$ cat src/rtl/qrs_pkg.sv
// Shared types, widths and codes of the quadratic root solver.
package qrs_pkg;

  localparam int VALUE_WIDTH = 32;
  localparam int FRAC_BITS   = 16;
  localparam int TOL_WIDTH   = 16;

  localparam int PRODW = 2 * VALUE_WIDTH;        // product of two magnitudes
  localparam int DW    = 2 * VALUE_WIDTH + 1;    // discriminant magnitude
  localparam int SW    = VALUE_WIDTH + 1;        // square root
  localparam int RADW  = 2 * SW;                 // padded radicand
  localparam int SRW   = SW + 3;                 // square root remainder
  localparam int NW    = SW + 2;                 // signed numerator
  localparam int NMW   = SW + 1;                 // numerator magnitude
  localparam int DENW  = VALUE_WIDTH + 1;        // denominator magnitude
  localparam int XW    = NMW + FRAC_BITS;        // scaled dividend
  localparam int QW    = XW;                     // full quotient

  localparam int FIFO_DEPTH = 4;
  localparam int FIFO_AW    = 2;

  localparam logic [1:0] KIND_NONE = 2'd0;
  localparam logic [1:0] KIND_ONE  = 2'd1;
  localparam logic [1:0] KIND_TWO  = 2'd2;
  localparam logic [1:0] KIND_INF  = 2'd3;

  typedef enum logic [2:0] {
    MODE_NONE,
    MODE_INF,
    MODE_ZERO,
    MODE_SINGLE,
    MODE_ZERO_PAIR,
    MODE_PAIR
  } mode_e;

  typedef struct packed {
    mode_e                 mode;
    logic [NW-1:0]         num;
    logic [DENW-1:0]       den_mag;
    logic                  den_neg;
    logic [DW-1:0]         disc;
  } job_t;

  function automatic logic [VALUE_WIDTH-1:0] mag_of(input logic [VALUE_WIDTH-1:0] v);
    return v[VALUE_WIDTH-1] ? VALUE_WIDTH'(VALUE_WIDTH'(0) - v) : v;
  endfunction

endpackage

$ cat src/rtl/qrs_fifo.sv
// Short queue of classified items between the front and back parts.
module qrs_fifo import qrs_pkg::*; (
  input  logic clk_i,
  input  logic rst_ni,
  input  logic push_i,
  input  job_t data_i,
  output logic full_o,
  input  logic pop_i,
  output job_t data_o,
  output logic empty_o
);

  job_t               mem_q [FIFO_DEPTH];
  logic [FIFO_AW-1:0] wr_ptr_q, rd_ptr_q;
  logic [FIFO_AW:0]   cnt_q;
  logic               do_push, do_pop;

  assign full_o  = (cnt_q == (FIFO_AW+1)'(FIFO_DEPTH));
  assign empty_o = (cnt_q == '0);
  assign do_push = push_i && !full_o;
  assign do_pop  = pop_i && !empty_o;
  assign data_o  = mem_q[rd_ptr_q];

  always_ff @(posedge clk_i or negedge rst_ni) begin
    if (!rst_ni) begin
      wr_ptr_q <= '0;
      rd_ptr_q <= '0;
      cnt_q    <= '0;
    end else begin
      if (do_push) begin
        wr_ptr_q <= wr_ptr_q + 1'b1;
      end
      if (do_pop) begin
        rd_ptr_q <= rd_ptr_q + 1'b1;
      end
      if (do_push && !do_pop) begin
        cnt_q <= cnt_q + 1'b1;
      end else if (do_pop && !do_push) begin
        cnt_q <= cnt_q - 1'b1;
      end
    end
  end

  always_ff @(posedge clk_i) begin
    if (do_push) begin
      mem_q[wr_ptr_q] <= data_i;
    end
  end

endmodule

$ cat config.mk
export PLATFORM = sky130hd
export DESIGN_NAME = qrs_fifo
export DESIGN_NICKNAME = d
export VERILOG_FILES = /design/src/rtl/qrs_pkg.sv /design/src/rtl/qrs_fifo.sv
export SDC_FILE = /design/constraint.sdc
export NUM_CORES = 1
export LEC_CHECK = 0
export BUFFER_PORTS_ARGS = -buffer_cell sky130_fd_sc_hd__buf_2
export CAP_MARGIN = 20
export CELL_PAD_IN_SITES_DETAIL_PLACEMENT = 1
export CELL_PAD_IN_SITES_GLOBAL_PLACEMENT = 1
export CORE_MARGIN = 3
export CORE_UTILIZATION = 48
export CTS_BUF_LIST = sky130_fd_sc_hd__clkbuf_2 sky130_fd_sc_hd__clkbuf_4 sky130_fd_sc_hd__clkbuf_8
export DETAILED_ROUTE_END_ITERATION = 12
export PLACE_DENSITY = 0.75
export SKIP_CTS_REPAIR_TIMING = 1
export SYNTH_ARGS = -nofsm -noshare
export SYNTH_HDL_FRONTEND = slang
export SYNTH_SLANG_ARGS = --single-unit
$ cat constraint.sdc
create_clock -name clk_i -period 7.5 [get_ports clk_i]
set_clock_uncertainty 0.1 [all_clocks]
set_input_delay 0.375 -clock clk_i [delete_from_list [all_inputs] [get_ports clk_i]]
set_output_delay 0.375 -clock clk_i [all_outputs]
set_load 0.1 [all_outputs]
==> summary.txt <==
Global routing
  • Vias in the first global route: 10130
  • Initial antenna violation count: 2
  • First-pass GRT wire length: 62360 um
  • Total congestion overflow: 0
  • Tot GR Track Use: 18.65%
  • Largest net degree at the start of global routing: 64

Timing
  • Final worst setup slack: 3.742 ns
  • Final hold violation count: 0
  • Fmax: 266.1 MHz
  • Tmin final: 3.758 ns
  • Max Slew Vio Count: 0
  • Slew at the pin closest to its max-slew limit: 0.9683 ns
  • Fin crit share: 50.10%
  • Max-slew headroom: 35.44%
  • Unrepaired setup endpoints after global routing: false
  • Final Setup Violations: 0
  • Setup TNS: 0 ns

Synthesis
  • Register area share after synthesis: 82.39%
  • Post-synth cell types: 20
  • Post-Synth XOR/XNOR Area: 0.2603%
  • Largest family of logic cells by synthesized area: multiplexers
  • Synth cell count leaders: 548 x edfxtp_1, 137 x mux4_2, 16 x buf_2
  • Ys flop type: edfxtp_1
  • Synth Net Count: 899
  • Most common cell in the netlist: edfxtp_1
  • Ys Warns: 0
  • Top post-synthesis cells by area: edfxtp_1 82%, mux4_2 15%, dfrtp_1 0.87%
  • Post-Syn Area: 20190 um2
  • Synth Area in Compound Gates: 0%
  • Cells after Synth: 752
  • Synth Area in Adders: 0.4091%
  • Synth Area in Simple Gates: 0.2851%
  • Top cell type's share of synthesized area: 81.52%
  • Post-synthesis mux area share: 15.40%
  • Asr flop ratio synth: 1.261%
  • Area leader, netlist: edfxtp_1
  • Avg Cell Area, Syn: 26.84 um2
  • Post-synth EDFFs: 548
  • Synthesis-stage register bit count: 555

Clock network
  • H-tree depth: 3
  • Clock latency on the worst-skew pair: 0.62 ns
  • TritonCTS Buffers: 89
  • CTS tree: built
  • Longest Clk Path Bufs: 3
  • CTS Root Buffer Type: clkbuf_8
  • Sink Count: 555
  • Clock Pin Slew Worst Setup and Hold Paths: 0.06 ns

Worst setup path
  • Max stage delay on crit path: 0.83 ns
  • Critical path launch point type: flop
  • Crit-path max FO: 45
  • CP Cell Sequence: buf_4 -> mux4_2 -> buf_2
  • Top delay family on crit path: buffers and inverters
  • Critical Path RT: 7.03 ns
  • Reg2Reg Setup Slack: 4.34 ns
  • Worst Path Arrival: 3.28 ns
  • Kind of critical path: reg -> out
  • CP max stage cell: dfrtp_4
  • Buf/Inv on CP: 2
  • Setup crit end kind: output port

Detailed routing
  • Vias per inst: 5.357
  • Remaining antenna violation count: 0
  • TritonRoute pass-1 iters: 5
  • DR vias: 9856
  • Post-route DRC: 0
  • Average routed wire per standard cell: 24.47 um
  • Total Wirelength: 45020 um
  • Initial drt markers: 673

Place
  • DP Worst Slack: 4.206 ns
  • Final weighted congestion of routability-driven global placement: 0.7132
  • Post-DP HPWL: 25010 um
  • Port Buffers: 279

Layout
  • Synth-to-Final Area Change: 24.93%
  • Nets: 1389
  • Share of cells above drive strength 1: 43.99%
  • Fillers: 3422

Min path
  • Hold/Removal Path Class: in -> async

Run status
  • Status: finished clean

Floorplan
  • Die W: 211.1 um
  • Initial core utilization: 48.99%
  • Die Span Y: 211.1 um
  • # IOs: 280
  • Row cnt: 74
  • Area of the core: 41200 um2
  • Full die area: 44550 um2

Job
  • Max-cap viol count: 0
==> flip-flops by register name, summed over array words and instances (netlist names) <==
name / flops
mem_q: 548
rd_ptr_q: 2
cnt_q: 3
wr_ptr_q: 2
==> layout by cell type, fill, tap and decap left out, types with 10 or more instances in the layout <==
master / count
clkbuf_8: 92
buf_4: 13
edfxtp_1: 548
buf_2: 279
clkinv_1: 18
dlygate4sd3_1: 139
clkinv_2: 10
clkbuf_4: 32
mux4_2: 137
==> through the flow <==
stage	util [%]	cell area [um2]	std cells	hold WS [ns]
2_1_floorplan	-	20190	752	-0.02059
3_3_place_gp	53.70	22120	1544	0.1284
3_5_place_dp	53.70	22120	1544	0.1316
4_1_cts	57.82	23820	1700	-0.5761
5_1_grt	61.20	25220	1839	0.02683
6_report	61.21	25220	1840	0.06602
==> kinds of logic after synthesis <==
| family | Yosys count |
|---|---|
| buf+inv | 36 |
| simple gates | 10 |
| fa+ha+maj | 6 |
| mux | 139 |
| xor+xnor | 6 |
| flops | 555 |
==> path summary, 6_finish.rpt <==
check / end / depth (start not counted) / startpoint
worst min-delay path: cnt_q[1] / 2 / rst_ni
worst min register to register: cnt_q[2] / 1 / cnt_q[2]
worst max-delay path: data_o[134] / 3 / rd_ptr_q[0]
min in group clk_i: wr_ptr_q[0] / 3 / push_i
max in group asynchronous: rd_ptr_q[0] / 2 / rst_ni
worst max register to register: mem_q[2][116] / 4 / cnt_q[2]
==> per-layer routing <==
metal,global-route usage [%],up-vias,share of wire (%)
li1,-,4249,-
met4,5.774,4,2.4
met3,7.174,88,6.9
met1,24.83,5175,41
met2,29.00,340,50
met5,0,-,0.060
==> layout make-up <==
class	instances	area [um2]	share of cell area, %
Antenna cell	1	2.502	0.009923
Clock inverter	32	193.9	0.7690
Sequential cell	555	16640	65.98
Clock buffer	124	1506	5.974
Tap cell	532	665.6	2.640
Multi-Input combinational cell	161	3311	13.13
Inverter	4	15.01	0.05954
Timing Repair Buffer	431	2885	11.44
Power is not shown: default switching activity piles up to over one toggle a cycle in this logic, so the estimate is an artifact.
